`config.mk`:
```
export PLATFORM = sky130hd
export DESIGN_NAME = message_frame_packer_unit
export DESIGN_NICKNAME = d
export VERILOG_FILES = /design/src/sv/mfp_pkg.sv /design/src/sv/mfp_front.sv /design/src/sv/mfp_queue.sv /design/src/sv/mfp_back.sv /design/src/sv/message_frame_packer_unit.sv
export SDC_FILE = /design/constraint.sdc
export NUM_CORES = 1
export LEC_CHECK = 0
export BUFFER_PORTS_ARGS = -buffer_cell sky130_fd_sc_hd__buf_2
export CORE_ASPECT_RATIO = 0.6
export CORE_MARGIN = 2
export CORE_UTILIZATION = 45
export DETAILED_ROUTE_END_ITERATION = 10
export GPL_TIMING_DRIVEN = 0
export HOLD_SLACK_MARGIN = 0.1
export PLACE_DENSITY_LB_ADDON = 0.25
export SKIP_LAST_GASP = 1
export SLEW_MARGIN = 25
export SYNTH_ARGS = -nofsm -noshare
export SYNTH_HDL_FRONTEND = slang
export SYNTH_SLANG_ARGS = --single-unit
export TNS_END_PERCENT = 100
```
`constraint.sdc`:
```
create_clock -name aclk -period 20.8 [get_ports aclk]
set_input_delay 1.04 -clock aclk [delete_from_list [all_inputs] [get_ports aclk]]
set_output_delay 1.04 -clock aclk [all_outputs]
set_load 0.02 [all_outputs]
```
`src/sv/mfp_pkg.sv`:
```
// Shared types, constants and helper functions for the message frame packer.
// No dependencies; imported by the front end, queue, back end and top level.
package mfp_pkg;

    localparam int DataW      = 8;
    localparam int LenW       = 16;
    localparam int RemW       = 14;
    localparam int CfgIdxW    = 3;
    localparam int CfgDataW   = 8;
    localparam int QueueDepth = 4;
    localparam int QPtrW      = $clog2(QueueDepth);
    localparam int QCntW      = $clog2(QueueDepth + 1);

    localparam logic [DataW-1:0] LrcInit   = 8'hFF;
    localparam logic [DataW-1:0] AsciiZero = 8'h30;

    // Configuration register indexes
    localparam logic [CfgIdxW-1:0] REG_PACK_MODE = 3'd0;
    localparam logic [CfgIdxW-1:0] REG_START     = 3'd1;
    localparam logic [CfgIdxW-1:0] REG_END       = 3'd2;
    localparam logic [CfgIdxW-1:0] REG_ATTR      = 3'd3;
    localparam logic [CfgIdxW-1:0] REG_CMD       = 3'd4;

    typedef enum logic [1:0] {
        MODE_NONE = 2'd0,
        MODE_LRC  = 2'd1,
        MODE_STX  = 2'd2,
        MODE_DEC  = 2'd3
    } mode_t;

    // Framing characters used by the back end
    typedef struct packed {
        logic [DataW-1:0] start_byte;
        logic [DataW-1:0] end_byte;
        logic [DataW-1:0] attribute_byte;
        logic [DataW-1:0] command_byte;
    } cfg_t;

    // One classified input beat as it sits in the queue
    typedef struct packed {
        logic [DataW-1:0] data;
        logic             first;
        logic             last;
        mode_t            mode;
        logic [LenW-1:0]  len;
        logic [RemW-1:0]  rem;   // length modulo 10000
    } item_t;

    typedef struct packed {
        logic full;
        logic head_valid;
    } q_status_t;

    // Length modulo 10000: six parallel compares and one subtract
    function automatic logic [RemW-1:0] mod_10k(input logic [LenW-1:0] len);
        logic [2:0] q;
        q = 3'd0;
        for (int k = 1; k <= 6; k++) begin
            if (len >= LenW'(k * 10000)) q = 3'(k);
        end
        return RemW'(len - LenW'(q) * LenW'(10000));
    endfunction

    // Weight of a decimal position, most significant first
    function automatic logic [9:0] scale_of(input logic [1:0] pos);
        logic [9:0] s;
        case (pos)
            2'd0:    s = 10'd1000;
            2'd1:    s = 10'd100;
            2'd2:    s = 10'd10;
            default: s = 10'd1;
        endcase
        return s;
    endfunction

    // Decimal digit at a position: nine parallel compares
    function automatic logic [3:0] digit_of(input logic [RemW-1:0] r, input logic [1:0] pos);
        logic [3:0]      d;
        logic [RemW-1:0] s;
        d = 4'd0;
        s = RemW'(scale_of(pos));
        for (int k = 1; k <= 9; k++) begin
            if (r >= RemW'(k) * s) d = 4'(k);
        end
        return d;
    endfunction

endpackage

```
`src/sv/mfp_front.sv`:
```
// Front end: configuration registers and classification of input beats.
// Depends on mfp_pkg; feeds mfp_queue.
module mfp_front import mfp_pkg::*; (
    input  logic                aclk,
    input  logic                aresetn,
    input  logic                cfg_we,
    input  logic [CfgIdxW-1:0]  cfg_index,
    input  logic [CfgDataW-1:0] cfg_wdata,
    input  logic                s_tvalid,
    output logic                s_tready,
    input  logic [23:0]         s_tdata,
    input  logic                s_tuser,
    input  logic                s_tlast,
    input  q_status_t           q_status,
    output logic                push,
    output item_t               push_item,
    output cfg_t                cfg
);

    mode_t            pack_mode_reg;
    logic [DataW-1:0] start_reg;
    logic [DataW-1:0] end_reg;
    logic [DataW-1:0] attr_reg;
    logic [DataW-1:0] cmd_reg;

    // Register writes
    always_ff @(posedge aclk) begin
        if (!aresetn) begin
            pack_mode_reg <= MODE_NONE;
            start_reg     <= 8'h02;
            end_reg       <= 8'h03;
            attr_reg      <= 8'h00;
            cmd_reg       <= 8'h00;
        end else if (cfg_we) begin
            unique case (cfg_index)
                REG_PACK_MODE: pack_mode_reg <= mode_t'(cfg_wdata[1:0]);
                REG_START:     start_reg     <= cfg_wdata;
                REG_END:       end_reg       <= cfg_wdata;
                REG_ATTR:      attr_reg      <= cfg_wdata;
                REG_CMD:       cmd_reg       <= cfg_wdata;
                default: ;
            endcase
        end
    end

    assign cfg.start_byte     = start_reg;
    assign cfg.end_byte       = end_reg;
    assign cfg.attribute_byte = attr_reg;
    assign cfg.command_byte   = cmd_reg;

    // Accept while the queue has room
    assign s_tready = !q_status.full;
    assign push     = s_tvalid && s_tready;

    // Classify the beat: tag with mode, reduce the length for decimal framing
    always_comb begin
        push_item.data  = s_tdata[7:0];
        push_item.first = s_tuser;
        push_item.last  = s_tlast;
        push_item.mode  = pack_mode_reg;
        push_item.len   = s_tdata[23:8];
        push_item.rem   = mod_10k(s_tdata[23:8]);
    end

endmodule

```
`src/sv/mfp_queue.sv`:
```
// Short queue of classified beats between front and back end.
// Depends on mfp_pkg.
module mfp_queue import mfp_pkg::*; (
    input  logic      aclk,
    input  logic      aresetn,
    input  logic      push,
    input  item_t     push_item,
    input  logic      pop,
    output item_t     head,
    output q_status_t q_status
);

    item_t            mem [QueueDepth];
    logic [QPtrW-1:0] wr_ptr_reg;
    logic [QPtrW-1:0] rd_ptr_reg;
    logic [QCntW-1:0] count_reg;

    // Store entries
    always_ff @(posedge aclk) begin
        if (push) begin
            mem[wr_ptr_reg] <= push_item;
        end
    end

    // Advance pointers and occupancy
    always_ff @(posedge aclk) begin
        if (!aresetn) begin
            wr_ptr_reg <= '0;
            rd_ptr_reg <= '0;
            count_reg  <= '0;
        end else begin
            if (push) wr_ptr_reg <= wr_ptr_reg + 1'b1;
            if (pop)  rd_ptr_reg <= rd_ptr_reg + 1'b1;
            case ({push, pop})
                2'b10:   count_reg <= count_reg + 1'b1;
                2'b01:   count_reg <= count_reg - 1'b1;
                default: count_reg <= count_reg;
            endcase
        end
    end

    assign head                = mem[rd_ptr_reg];
    assign q_status.full       = (count_reg == QCntW'(QueueDepth));
    assign q_status.head_valid = (count_reg != '0);

endmodule

```
`src/sv/mfp_back.sv`:
```
// Back end: sequences header, data and trailer bytes of the queue head
// into the output register. Depends on mfp_pkg.
module mfp_back import mfp_pkg::*; (
    input  logic             aclk,
    input  logic             aresetn,
    input  cfg_t             cfg,
    input  item_t            head,
    input  logic             head_valid,
    output logic             pop,
    output logic             m_tvalid,
    input  logic             m_tready,
    output logic [DataW-1:0] m_tdata,
    output logic             m_tuser,
    output logic             m_tlast
);

    typedef enum logic [2:0] {
        ST_START,
        ST_HEAD,
        ST_DATA,
        ST_END,
        ST_CHECK
    } state_t;

    state_t           state_reg;
    state_t           eff_state;
    state_t           state_next;
    logic [2:0]       idx_reg;
    logic [2:0]       idx_next;
    logic [2:0]       idx_m1;
    logic [2:0]       last_idx;
    logic [DataW-1:0] chk_reg;
    logic [DataW-1:0] chk_next;
    logic [RemW-1:0]  rem_reg;
    logic [RemW-1:0]  rem_next;
    logic [1:0]       pos;
    logic [3:0]       digit;
    logic [DataW-1:0] digit_char;
    logic [DataW-1:0] out_byte;
    logic             final_byte;
    logic             adv;
    logic             m_valid_reg;
    logic [DataW-1:0] m_data_reg;
    logic             m_run_reg;
    logic             m_frame_reg;

    // Current decimal digit of the working remainder
    assign idx_m1     = idx_reg - 3'd1;
    assign pos        = idx_m1[1:0];
    assign digit      = digit_of(rem_reg, pos);
    assign digit_char = AsciiZero + {4'd0, digit};
    assign last_idx   = (head.mode == MODE_STX) ? 3'd0 : 3'd4;

    // Move a byte whenever the queue has a head and the output register is free or being drained
    assign adv = head_valid && (!m_valid_reg || m_tready);
    assign pop = adv && final_byte;

    // Pick the byte for this step and the next sequencer state
    always_comb begin
        if (state_reg == ST_START) begin
            eff_state = (head.first && head.mode != MODE_NONE) ? ST_HEAD : ST_DATA;
        end else begin
            eff_state = state_reg;
        end

        out_byte   = head.data;
        chk_next   = chk_reg;
        rem_next   = rem_reg;
        idx_next   = idx_reg;
        state_next = eff_state;
        final_byte = 1'b0;

        unique case (eff_state)
            ST_HEAD: begin
                idx_next   = idx_reg + 3'd1;
                state_next = (idx_reg == last_idx) ? ST_DATA : ST_HEAD;
                if (idx_reg == 3'd0) begin
                    out_byte = cfg.start_byte;
                    rem_next = head.rem;
                    chk_next = (head.mode == MODE_LRC)
                             ? (LrcInit ^ head.len[15:8] ^ head.len[7:0] ^ cfg.command_byte)
                             : 8'h00;
                end else if (head.mode == MODE_LRC) begin
                    case (idx_reg)
                        3'd1:    out_byte = cfg.attribute_byte;
                        3'd2:    out_byte = head.len[15:8];
                        3'd3:    out_byte = head.len[7:0];
                        default: out_byte = cfg.command_byte;
                    endcase
                end else begin
                    out_byte = digit_char;
                    chk_next = chk_reg ^ digit_char;
                    rem_next = rem_reg - RemW'(digit) * RemW'(scale_of(pos));
                end
            end
            ST_DATA: begin
                out_byte   = head.data;
                chk_next   = (head.mode != MODE_NONE) ? (chk_reg ^ head.data) : chk_reg;
                final_byte = !(head.last && head.mode != MODE_NONE);
                state_next = (head.mode == MODE_LRC) ? ST_CHECK : ST_END;
            end
            ST_END: begin
                out_byte   = cfg.end_byte;
                chk_next   = chk_reg ^ cfg.end_byte;
                state_next = ST_CHECK;
            end
            ST_CHECK: begin
                out_byte   = chk_reg;
                chk_next   = 8'h00;
                final_byte = 1'b1;
            end
            default: begin
                out_byte = head.data;
            end
        endcase
    end

    // Hold sequencer state and the output register
    always_ff @(posedge aclk) begin
        if (!aresetn) begin
            state_reg   <= ST_START;
            idx_reg     <= 3'd0;
            chk_reg     <= 8'h00;
            m_valid_reg <= 1'b0;
        end else if (adv) begin
            state_reg   <= final_byte ? ST_START : state_next;
            idx_reg     <= final_byte ? 3'd0 : idx_next;
            chk_reg     <= chk_next;
            rem_reg     <= rem_next;
            m_valid_reg <= 1'b1;
            m_data_reg  <= out_byte;
            m_run_reg   <= final_byte;
            m_frame_reg <= final_byte && head.last;
        end else if (m_tready) begin
            m_valid_reg <= 1'b0;
        end
    end

    assign m_tvalid = m_valid_reg;
    assign m_tdata  = m_data_reg;
    assign m_tuser  = m_run_reg;
    assign m_tlast  = m_frame_reg;

endmodule

```
`src/sv/message_frame_packer_unit.sv`:
```
// Top level of the message frame packer: front end, queue, back end.
// Depends on mfp_pkg, mfp_front, mfp_queue and mfp_back.
//
//  channel  | direction | tdata                          | tuser            | tlast
//  ---------+-----------+--------------------------------+------------------+---------------
//  s_       | in        | [7:0] data_byte, [23:8] length | first_of_message | last_of_message
//  m_       | out       | [7:0] out_byte                 | end_of_run       | end_of_frame
//  cfg_     | in        | write: index 0..4, 8-bit data  | -                | -
//
// The output stream moves one beat per cycle unless m_tready is low, which
// holds the output beat, or the queue is empty. The back-end sequencer makes 1
// output byte per input beat in mode 0 and up to 8 (5 header, data, 2 trailer)
// in the framed modes. A 4-entry queue lets input beats keep arriving while a
// header or trailer goes out. Reset (aresetn low, synchronous) empties the queue
// and output register and restores register defaults. A full queue drops s_tready.
module message_frame_packer_unit import mfp_pkg::*; (
    input  logic                aclk,
    input  logic                aresetn,
    input  logic                cfg_we,
    input  logic [CfgIdxW-1:0]  cfg_index,
    input  logic [CfgDataW-1:0] cfg_wdata,
    input  logic                s_tvalid,
    output logic                s_tready,
    input  logic [23:0]         s_tdata,   // [7:0] data_byte, [23:8] message_length
    input  logic                s_tuser,   // [0] first_of_message
    input  logic                s_tlast,
    output logic                m_tvalid,
    input  logic                m_tready,
    output logic [7:0]          m_tdata,   // [7:0] out_byte
    output logic                m_tuser,   // [0] end_of_run
    output logic                m_tlast
);

    cfg_t      cfg;
    item_t     push_item;
    item_t     head;
    q_status_t q_status;
    logic      push;
    logic      pop;

    mfp_front u_front (
        .aclk      (aclk),
        .aresetn   (aresetn),
        .cfg_we    (cfg_we),
        .cfg_index (cfg_index),
        .cfg_wdata (cfg_wdata),
        .s_tvalid  (s_tvalid),
        .s_tready  (s_tready),
        .s_tdata   (s_tdata),
        .s_tuser   (s_tuser),
        .s_tlast   (s_tlast),
        .q_status  (q_status),
        .push      (push),
        .push_item (push_item),
        .cfg       (cfg)
    );

    mfp_queue u_queue (
        .aclk      (aclk),
        .aresetn   (aresetn),
        .push      (push),
        .push_item (push_item),
        .pop       (pop),
        .head      (head),
        .q_status  (q_status)
    );

    mfp_back u_back (
        .aclk       (aclk),
        .aresetn    (aresetn),
        .cfg        (cfg),
        .head       (head),
        .head_valid (q_status.head_valid),
        .pop        (pop),
        .m_tvalid   (m_tvalid),
        .m_tready   (m_tready),
        .m_tdata    (m_tdata),
        .m_tuser    (m_tuser),
        .m_tlast    (m_tlast)
    );

endmodule

```
After elaboration in Yosys (flattened, before gate mapping)
Memory sizes are Yosys's and may differ from the RTL's. A register that Yosys moved wholly into a read port is not among the register bits.
Cells that the tools add are included.
{"block": "word_totals", "mem_count": 1, "elab_cells": 152, "inputBits": 42, "reg_bits": 80, "ram_bits": 168}
{"block": "op_classes", "eq_ne": 22, "n_bitwise": 6, "mul": 7, "n_lt_le_gt_ge": 15, "n_mux": 47, "reduce_logical": 29, "add_sub_neg": 9}
{"memory": "u_queue.mem", "words": 4, "word_bits": 42, "rd": 1, "rd_clocked_by_memory_dff": 1, "wr": 1, "line": "mfp_queue.sv:13", "text": "item_t mem [QueueDepth];"}
{"op": "$ge A14 B13 Y1", "count": 4}
{"op": "$ge A16 B16 Y1 const B", "count": 3}
{"op": "$mux W8", "count": 6}
{"op": "$pmux W8 S3", "count": 2}
{"op": "$xor A8 B8 Y8", "count": 5}
{"op": "$mux W3", "count": 13}
{"op": "$ge A16 B15 Y1 const B", "count": 2}
{"op": "$pmux W8 S4", "count": 1}
{"op": "$mux W10", "count": 3}
{"op": "$pmux W10 S3", "count": 1}
{"op": "$ge A14 B12 Y1", "count": 2}
{"op": "$mux W14", "count": 2}
{"op": "$sub A14 B14 Y14", "count": 2}
{"op": "$mul A3 B10 Y13 const A", "count": 2}
{"op": "$mul A2 B10 Y12 const A", "count": 2}
{"op": "$eq A3 B2 Y1 const B", "count": 6}
{"op": "$ge A16 B14 Y1 const B", "count": 1}
{"op": "$mux W2", "count": 8}
{"op": "$ge A14 B10 Y1", "count": 1}
{"op": "$ge A14 B11 Y1", "count": 1}
{"op": "$ge A14 B14 Y1", "count": 1}
{"op": "$mul A4 B10 Y14", "count": 1}
{"op": "$mul A4 B10 Y14 const A", "count": 1}
{"op": "$reduce_and A2 Y1", "count": 7}
{"op": "other kinds (28)", "count": 58}

Longest topological paths before layout
Gate-level depths: netlist of run 1.
{"block": "depth", "depth_word": 18, "ltp_mapped": 30}

Hierarchy
Synthesis of run 1 repeated with hierarchy kept, for this count alone.
{"block": "unflattened", "cells_unflattened": 1277, "area_unflattened_um2": 14928.1}
{"mod": "mfp_queue", "cells_per_inst": 266, "instances": 1, "area_per_inst_um2": 6565.0}
{"mod": "mfp_back", "cells_per_inst": 731, "instances": 1, "area_per_inst_um2": 6059.6}
{"mod": "mfp_front", "cells_per_inst": 280, "instances": 1, "area_per_inst_um2": 2303.5}

Least setup slack after synthesis of run 1
Ideal clock, no wire load.
{"block": "synth_timing", "path_type": "register -> register", "from": "register u_back.idx_reg[0]", "to": "register u_back.rem_reg[13] (data pin)", "setup_slack_ns": 14.085, "arrival_time_ns": 6.450, "setup_ns": 0.265, "path_stages_with_launch": 29, "n_path_buf": 0, "path_cell_list": "dfxtp_1 > inv_1 > ha_1 > xor2_1 > nand3_1 > a221o_1 > ha_1 > nand4b_1 > nor4_1 > nand2_1 > o21ai_0 > o311ai_1 > a211oi_2 > o21ai_0 > fa_1 > fa_1 > inv_1 > fa_1 > inv_1 > ha_1 > nand3_1 > a21oi_1 > o41ai_1 > a21boi_1 > o21a_1 > o21a_1 > o41ai_1 > xnor2_1 > o21ai_1"}
{"block": "synth_between", "elab_chain_len": 17, "elab_cells_between_ends": 36, "classes_between": "2 x add/sub; 6 x mul; 9 x order compare; 2 x eq/ne; 15 x mux; 2 x reduce/logical"}
{"item": "from (decl)", "line": "mfp_back.sv:28", "text": "logic [2:0] idx_reg;"}
{"item": "from (signal assigned)", "line": "mfp_back.sv:127", "text": "idx_reg <= final_byte ? 3'd0 : idx_next;"}
{"item": "branches (longest 16 deep; another with $ge A14 B12 Y1)"}
{"item": "$mux W14 *", "line": "mfp_back.sv:77", "text": "if (idx_reg == 3'd0) begin"}
{"item": "to (signal assigned)", "line": "mfp_back.sv:129", "text": "rem_reg <= rem_next;"}
{"item": "to (decl)", "line": "mfp_back.sv:34", "text": "logic [RemW-1:0] rem_reg;"}
Every way passes the cells marked *. The select of a mux whose other input is x is not followed.
A chain may end at the register's enable or synchronous reset.

Worst setup path after layout of run 1
Same ends and word-level chain as after synthesis.

==> qor.txt, run 1 <==
status: completed
WL per Instance: 20.5 µm
filler instances: 2677
Reg2Reg Depth: 26
slowest CP cell: ha_1
largest net degree at the start of global routing: 39
max reg flops: 152
root buffer cell: clkbuf_16
cell mode on critical path: inv_1
Synth top cells by count: 176 x edfxtp_1, 132 x nand2_1, 113 x ha_1
Least-Margin Pin Slew: 1100 ps
Initial DRC Count: 1161
Clock Skews: 9.10 ps
FF-to-FF Start: u_back.idx_reg[0]$_SDFFE_PN0P_
Hold Violations, Final: 0
power share of the combinational group: 51.9%
Die Span Y: 140 µm
cells after synthesis: 1215
Total Routing Usage GR: 22.3%
XOR/XNOR share of the synthesized area: 2.90%
# DRC: 0
compound-gate portion of the synthesized area: 14.6%
placed cells: 1679
Post-synth EDFFs: 176
Flop pwr share: 29.5%
Rel. slew slack: 25.8%
TritonCTS clock tree: yes
Crit path depth: 26
slowest cell delay on critical path: 630 ps
mux cell area share after synthesis: 6.67%
unrepaired setup endpoints after global routing: no
Hold EP: u_front.attr_reg[4]$_SDFFE_PN0P_
setup bufs post-CTS: 0
n_diodes: 0
DIE AREA: 32300 µm²
CTS Sinks: 234
Worst EP arrival: 8590 ps
CTS hold repair buffers: 0
commonest register cell after synthesis: edfxtp_1
global-route wire length before repair: 55400 µm
Netlist cell types: 78
WHS Path Cells: 2
Final Net Count: 1477
post-synthesis net count: 1397
Area Overhead vs Synth: 11.5%
Worst EP required: 21070 ps
Pwr Density: 140 nW/µm²
clock latency at the later pin of the worst-skew pair: 540 ps
initial antenna violation count: 0
CTS H-tree depth: 1
largest area contributor in the netlist: edfxtp_1
GRT met2 Usage: 29.4%
total CTS buffers: 22
Top Ports: 54
final std cells w/o fill: 1719
NetSw: 0.906 mW
setup ws final: 12480 ps
Critical path buffers and inverters: 4
WL final: 35300 µm
switching share of power: 41.8%
ys async rst share: 0%
worst setup path category: flop to flop
Final Critical Period: 8320 ps
Reg clk slew, reported paths: 70 ps
Setup Viol. Count Final: 0
top cells by area, synth: edfxtp_1 38%, ha_1 10%, dfxtp_1 8.4%
chip width: 231 µm
Synth Area in Adders: 14.1%
sequential area share after synthesis: 46.4%
fmax: 0.120 GHz
setup_tns: 0 ps
R2R setup slack: 12480 ps
standby leakage power: 5.84 nW
Final period util: 40.0%
Util after Layout: 51.3%
# rows: 49
CP startpoint kind: flop
Crit. End Element: flop
placed instance area: 14800 µm²
grt met3 use: 6.62%
share of cells above drive strength 1: 12.1%
largest family of logic cells by synthesized area: compound AO/OA/AOI/OAI gates
Yosys top cell area share: 38.1%
Seq cells post-synth: 234
peak supply drop: 0.0709 mV
Initial Util: 46.0%
worst hold-check path type: flop to flop
vias per cell: 5.81
antenna violation net count after detailed routing: 0
Final Cell Area: 15500 µm²
M1 GR Usage: 35.9%
CTS Buffer Depth: 3
Max-Cap Viols: 0
vias in the first global route: 9531
Post-Syn Area per Cell: 11.4 µm²
pre-CTS setup slack: 12590 ps
Slew Limit Fails: 0
Reg2Reg Capture Point: u_back.rem_reg[13]$_DFFE_PP_
Clk pwr share: 18.6%
GP Congestion: 0.975
Mapped Area: 13900 µm²
hpwl dp: 26900 µm
worst-path maximum fanout: 13
count leader, synth: edfxtp_1
core area: 30200 µm²
DR vias: 9993
gr busiest metal: met1
gr ovfl total: 0
family with the most delay on the worst path: adder cells
simple-gate share of the synthesized area: 11.4%
Resize count post-CTS: 0
Initial DRT Pass Iterations: 6
Worst Hold Launch: u_front.attr_reg[4]$_SDFFE_PN0P_
internal power: 1.26 mW
port buffer count: 52
Yosys warning total: 0
routing by layer:
metal	up-vias	part of all wire [%]
met5	-	0
met4	0	1.0
met3	37	11
met2	418	39
met1	4856	50
li1	4682	-
cells by family after synthesis:
| logic type | Yosys count |
|---|---|
| buf+inv | 135 |
| mux | 42 |
| flops | 234 |
| xor+xnor | 46 |
| fa+ha+maj | 140 |
| compound gates | 289 |
| simple gates | 329 |
power by group through the flow:
stage               combinational (mW)  clock [mW]  sequential (mW)
detailed placement                1.10           0            0.647
CTS                               1.11       0.409            0.637
global route                      1.24       0.428            0.645
floorplan                        0.799           0            0.642
global placement                  1.07           0            0.647
finish                            1.12       0.403            0.638
worst register-to-register path: stages, from the launching register on:
cell	delay, ps
dfxtp_1	550
inv_1	320
ha_1	630
inv_1	350
ha_1	590
nand4b_1	140
nor4_1	280
nand2_1	110
o21ai_0	270
o311ai_1	160
a211oi_2	600
o21ai_0	270
fa_1	460
fa_1	500
inv_1	60
fa_1	540
inv_1	50
ha_1	360
nand3_1	110
a21oi_1	60
o41ai_1	410
a21boi_1	150
o21a_1	220
o21a_1	190
o41ai_1	440
xnor2_1	180
o21ai_1	70
cell usage in the layout, fill, tap and decap left out, types with 5 or more instances in the layout:
master / n
a211oi_1: 7
a21boi_0: 33
a21oi_1: 59
xnor2_1: 28
xor2_1: 18
clkbuf_1: 31
o31ai_1: 7
clkbuf_16: 22
nand2_1: 132
nand3_1: 30
fa_1: 27
o21ai_0: 45
ha_1: 113
nor2_1: 55
o211ai_1: 5
o21a_1: 9
nor2b_1: 20
a21o_1: 17
o41ai_1: 6
nand2b_1: 7
nor3_1: 11
dfxtp_1: 58
o221ai_1: 8
and2_1: 24
o21ai_1: 12
mux4_2: 30
mux4_1: 8
buf_2: 60
and3_1: 9
a22oi_1: 7
inv_1: 98
edfxtp_1: 176
nand4_1: 5
a222oi_1: 8
or2_2: 6
a221o_1: 10
a31oi_1: 9
metrics by stage:
step / hold slack (ps) / power [mW]
after floorplan: 440 / 1.44
after global placement: 467 / 1.72
after detailed placement: 475 / 1.74
after CTS: 484 / 2.15
after global routing: 497 / 2.32
final: 487 / 2.17
area by class of cell:
type	count	area (µm²)	share of cell area, %
multi-input combinational	846	6910	44.6
tap	408	510	3.30
timing repair buffer	56	363	2.34
clock buffer	30	581	3.75
inverter	99	372	2.40
buffer	36	171	1.11
sequential	234	6450	41.6
clock inverter	10	133	0.856
worst max-delay path by stage:
stage	startpoint	slack [ps]	to
finish	u_back.idx_reg[0]$_SDFFE_PN0P_	12480	u_back.rem_reg[13]$_DFFE_PP_
CTS	u_back.idx_reg[0]$_SDFFE_PN0P_	12560	u_back.rem_reg[13]$_DFFE_PP_
detailed placement	u_back.idx_reg[0]$_SDFFE_PN0P_	12590	u_back.rem_reg[13]$_DFFE_PP_
global route	u_back.idx_reg[0]$_SDFFE_PN0P_	11990	u_back.rem_reg[13]$_DFFE_PP_
floorplan	u_back.idx_reg[0]$_SDFFE_PN0P_	14080	u_back.rem_reg[13]$_DFFE_PP_
global placement	u_back.idx_reg[0]$_SDFFE_PN0P_	12700	u_back.rem_reg[13]$_DFFE_PP_
Note: power is estimated with default switching activity, not from simulation.
==> run 2: changes to the inputs <==
==> constraint.sdc (replaced) <==
create_clock -name aclk -period 7.6 [get_ports aclk]
set_input_delay 0.38 -clock aclk [delete_from_list [all_inputs] [get_ports aclk]]
set_output_delay 0.38 -clock aclk [all_outputs]
set_load 0.02 [all_outputs]
==> run 2 against run 1 <==
  * Register-to-register slack lost 12000 ps
  * Global-route usage grew 0.14 points
  * Clock skew is essentially flat
  * Via count grew 0.48%
  * Critical path depth is the same
  * Cell count grew 1.0%
  * Maximum frequency grew 15%
  * Clock-buffer cell count is the same
  * Sequential cell count is the same
  * Power grew to 2.8 times the previous value
  * Largest cell class unchanged
  * Utilization grew 0.72 points
==> qor.txt, run 2 (same netlist as run 1, synthesis figures left out) <==
status: completed
vias in the first global route: 9630 (+1.0%)
Rel. slew slack: 24.4% (-1.4 points)
final std cells w/o fill: 1737 (+1.0%)
most frequent cells in the layout: 176 x edfxtp_1, 132 x nand2_1, 111 x ha_1
cell mode on critical path: ha_1
CTS H-tree depth: 1 (unchanged)
slowest CP cell: a2111oi_0
Initial DRT Pass Iterations: 6 (unchanged)
commonest non-fill, non-tap cell in the layout: edfxtp_1
Die Span Y: 140 µm (unchanged)
Initial Util: 46.0% (unchanged)
Pwr Density: 381 nW/µm² (+170%)
total CTS buffers: 22 (unchanged)
Total Routing Usage GR: 22.4% (+0.14 points)
Worst EP required: 7870 ps (-13200 ps)
chip width: 231 µm (unchanged)
clock latency at the later pin of the worst-skew pair: 540 ps (about the same)
filler instances: 2660 (-0.64%)
Final period util: 95.4% (+55 points)
# rows: 49 (unchanged)
CTS Buffer Depth: 3 (unchanged)
Util after Layout: 52.1% (+0.72 points)
gr ovfl total: 0 (unchanged)
worst setup path category: flop to flop
Least-Margin Pin Slew: 1120 ps (+20.6 ps)
largest net degree at the start of global routing: 39 (unchanged)
global-route wire length before repair: 55800 µm (+0.67%)
Hold Violations, Final: 0 (unchanged)
fmax: 0.138 GHz (+15%)
standby leakage power: 5.93 nW (+1.5%)
slowest cell delay on critical path: 640 ps (about the same)
port buffer count: 52 (unchanged)
DIE AREA: 32300 µm² (unchanged)
WL final: 35400 µm (+0.37%)
share of cells above drive strength 1: 12.9% (+0.81 points)
Reg clk slew, reported paths: 70 ps (about the same)
hpwl dp: 26900 µm (unchanged)
Slew Limit Fails: 0 (unchanged)
antenna violation net count after detailed routing: 0 (unchanged)
GP Congestion: 0.975 (unchanged)
WHS: 138 ps (-350 ps)
Final Critical Period: 7250 ps (-1070 ps)
WL per Instance: 20.4 µm (-0.67%)
setup ws final: 348 ps (-12130 ps)
vias per cell: 5.78 (-0.56%)
max reg flops: 152 (unchanged)
worst hold-check path type: primary input to flop
n_diodes: 0 (unchanged)
CP startpoint kind: flop
initial antenna violation count: 0 (unchanged)
# DRC: 0 (unchanged)
Worst EP arrival: 7520 ps (-1070 ps)
DR vias: 10000 (+0.48%)
Final Net Count: 1495 (+1.2%)
Crit. End Element: flop
Initial DRC Count: 1194 (+2.8%)
Max-Cap Viols: 0 (unchanged)
pre-CTS setup slack: -612 ps (-13200 ps)
Top Ports: 54 (unchanged)
Clock Skews: 9.20 ps (+0.104 ps)
TritonCTS clock tree: yes
placed cells: 1679 (unchanged)
Tot Pwr: 5.97 mW (+180%)
CTS Sinks: 234 (unchanged)
worst-path maximum fanout: 9 (-4)
root buffer cell: clkbuf_16
unrepaired setup endpoints after global routing: no
Setup Viol. Count Final: 0 (unchanged)
Area Overhead vs Synth: 13.0%
core area: 30200 µm² (unchanged)
peak supply drop: 0.182 mV (+160%)
==> run 2: changes by cell type in the layout (fill, tap and decap cells not counted), sizes merged <==
cell	delta
dlygate4sd3	+15
clkinvlp	+1
inv	-1
buf	+3
==> run 2: report_power, final <==
part / leakage, nW / switching (mW) / internal (mW)
Sequential: 2.09 / 0.118 / 1.63
Combinational: 3.49 / 1.89 / 1.24
Clock: 0.342 / 0.488 / 0.613
Total: 5.93 / 2.49 / 3.48
==> run 2: final timing paths <==
| check | slack (ps) | cells past startpoint | from | endpoint |
|---|---|---|---|---|
| setup / recovery | 350 | 26 | u_back.idx_reg[1]$_SDFFE_PN0P_ | u_back.rem_reg[13]$_DFFE_PP_ |
| hold / removal | 140 | 1 | s_tdata[12] | u_queue.mem[2][18]$_DFFE_PP_ |
| hold reg to reg | 490 | 2 | u_front.attr_reg[4]$_SDFFE_PN0P_ | u_front.attr_reg[4]$_SDFFE_PN0P_ |
| setup reg to reg | 350 | 26 | u_back.idx_reg[1]$_SDFFE_PN0P_ | u_back.rem_reg[13]$_DFFE_PP_ |
==> run 2: timing repair <==
| action | 4_1_cts | 5_1_grt |
|---|---|---|
| pin swaps | 1 | 0 |
| gates resized for setup | 4 | 8 |
| buffers inserted | 3 | 0 |
| endpoints found under the hold margin | 60 | 0 |
| endpoints found under the setup margin | 3 | 3 |
| cloned | 0 | 0 |
| hold buffers | 15 | 0 |
==> run 2: per-stage QoR <==
step / cell area, µm² / setup TNS [ps]
global route: 15700 / 0
finish: 15700 / 0
CTS: 15700 / 0
floorplan: 13900 / 0
detailed placement: 14800 / -930
global placement: 14700 / -692
==> run 2: cell type report <==
type                            count  area (µm²)  area share, %
Buffer                             36         173           1.10
Clock buffer                       30         581           3.70
Clock inverter                     10         133          0.845
Inverter                           99         375           2.39
Multi-Input combinational cell    846        6950           44.2
Sequential cell                   234        6450           41.1
Tap cell                          408         510           3.25
Timing Repair Buffer               74         536           3.41
==> run 2: worst max-delay path: cells and delay by family, from the launching register on <==
family | cells | cell delay, ps
AO/OA/AOI/OAI | 12 | 2880
adder cells (fa/ha/maj) | 6 | 2240
buffers and inverters | 5 | 940
flip-flops | 1 | 470
AND/OR/NAND/NOR | 2 | 270
XOR/XNOR | 1 | 160
==> run 2: metal layers <==
layer	vias to the layer above	part of all wire (%)	global-route usage, %
li1	4717	-	-
met1	4884	50	36.1
met2	402	38	29.7
met3	38	11	6.62
met4	0	1.1	3.53
met5	-	0	0
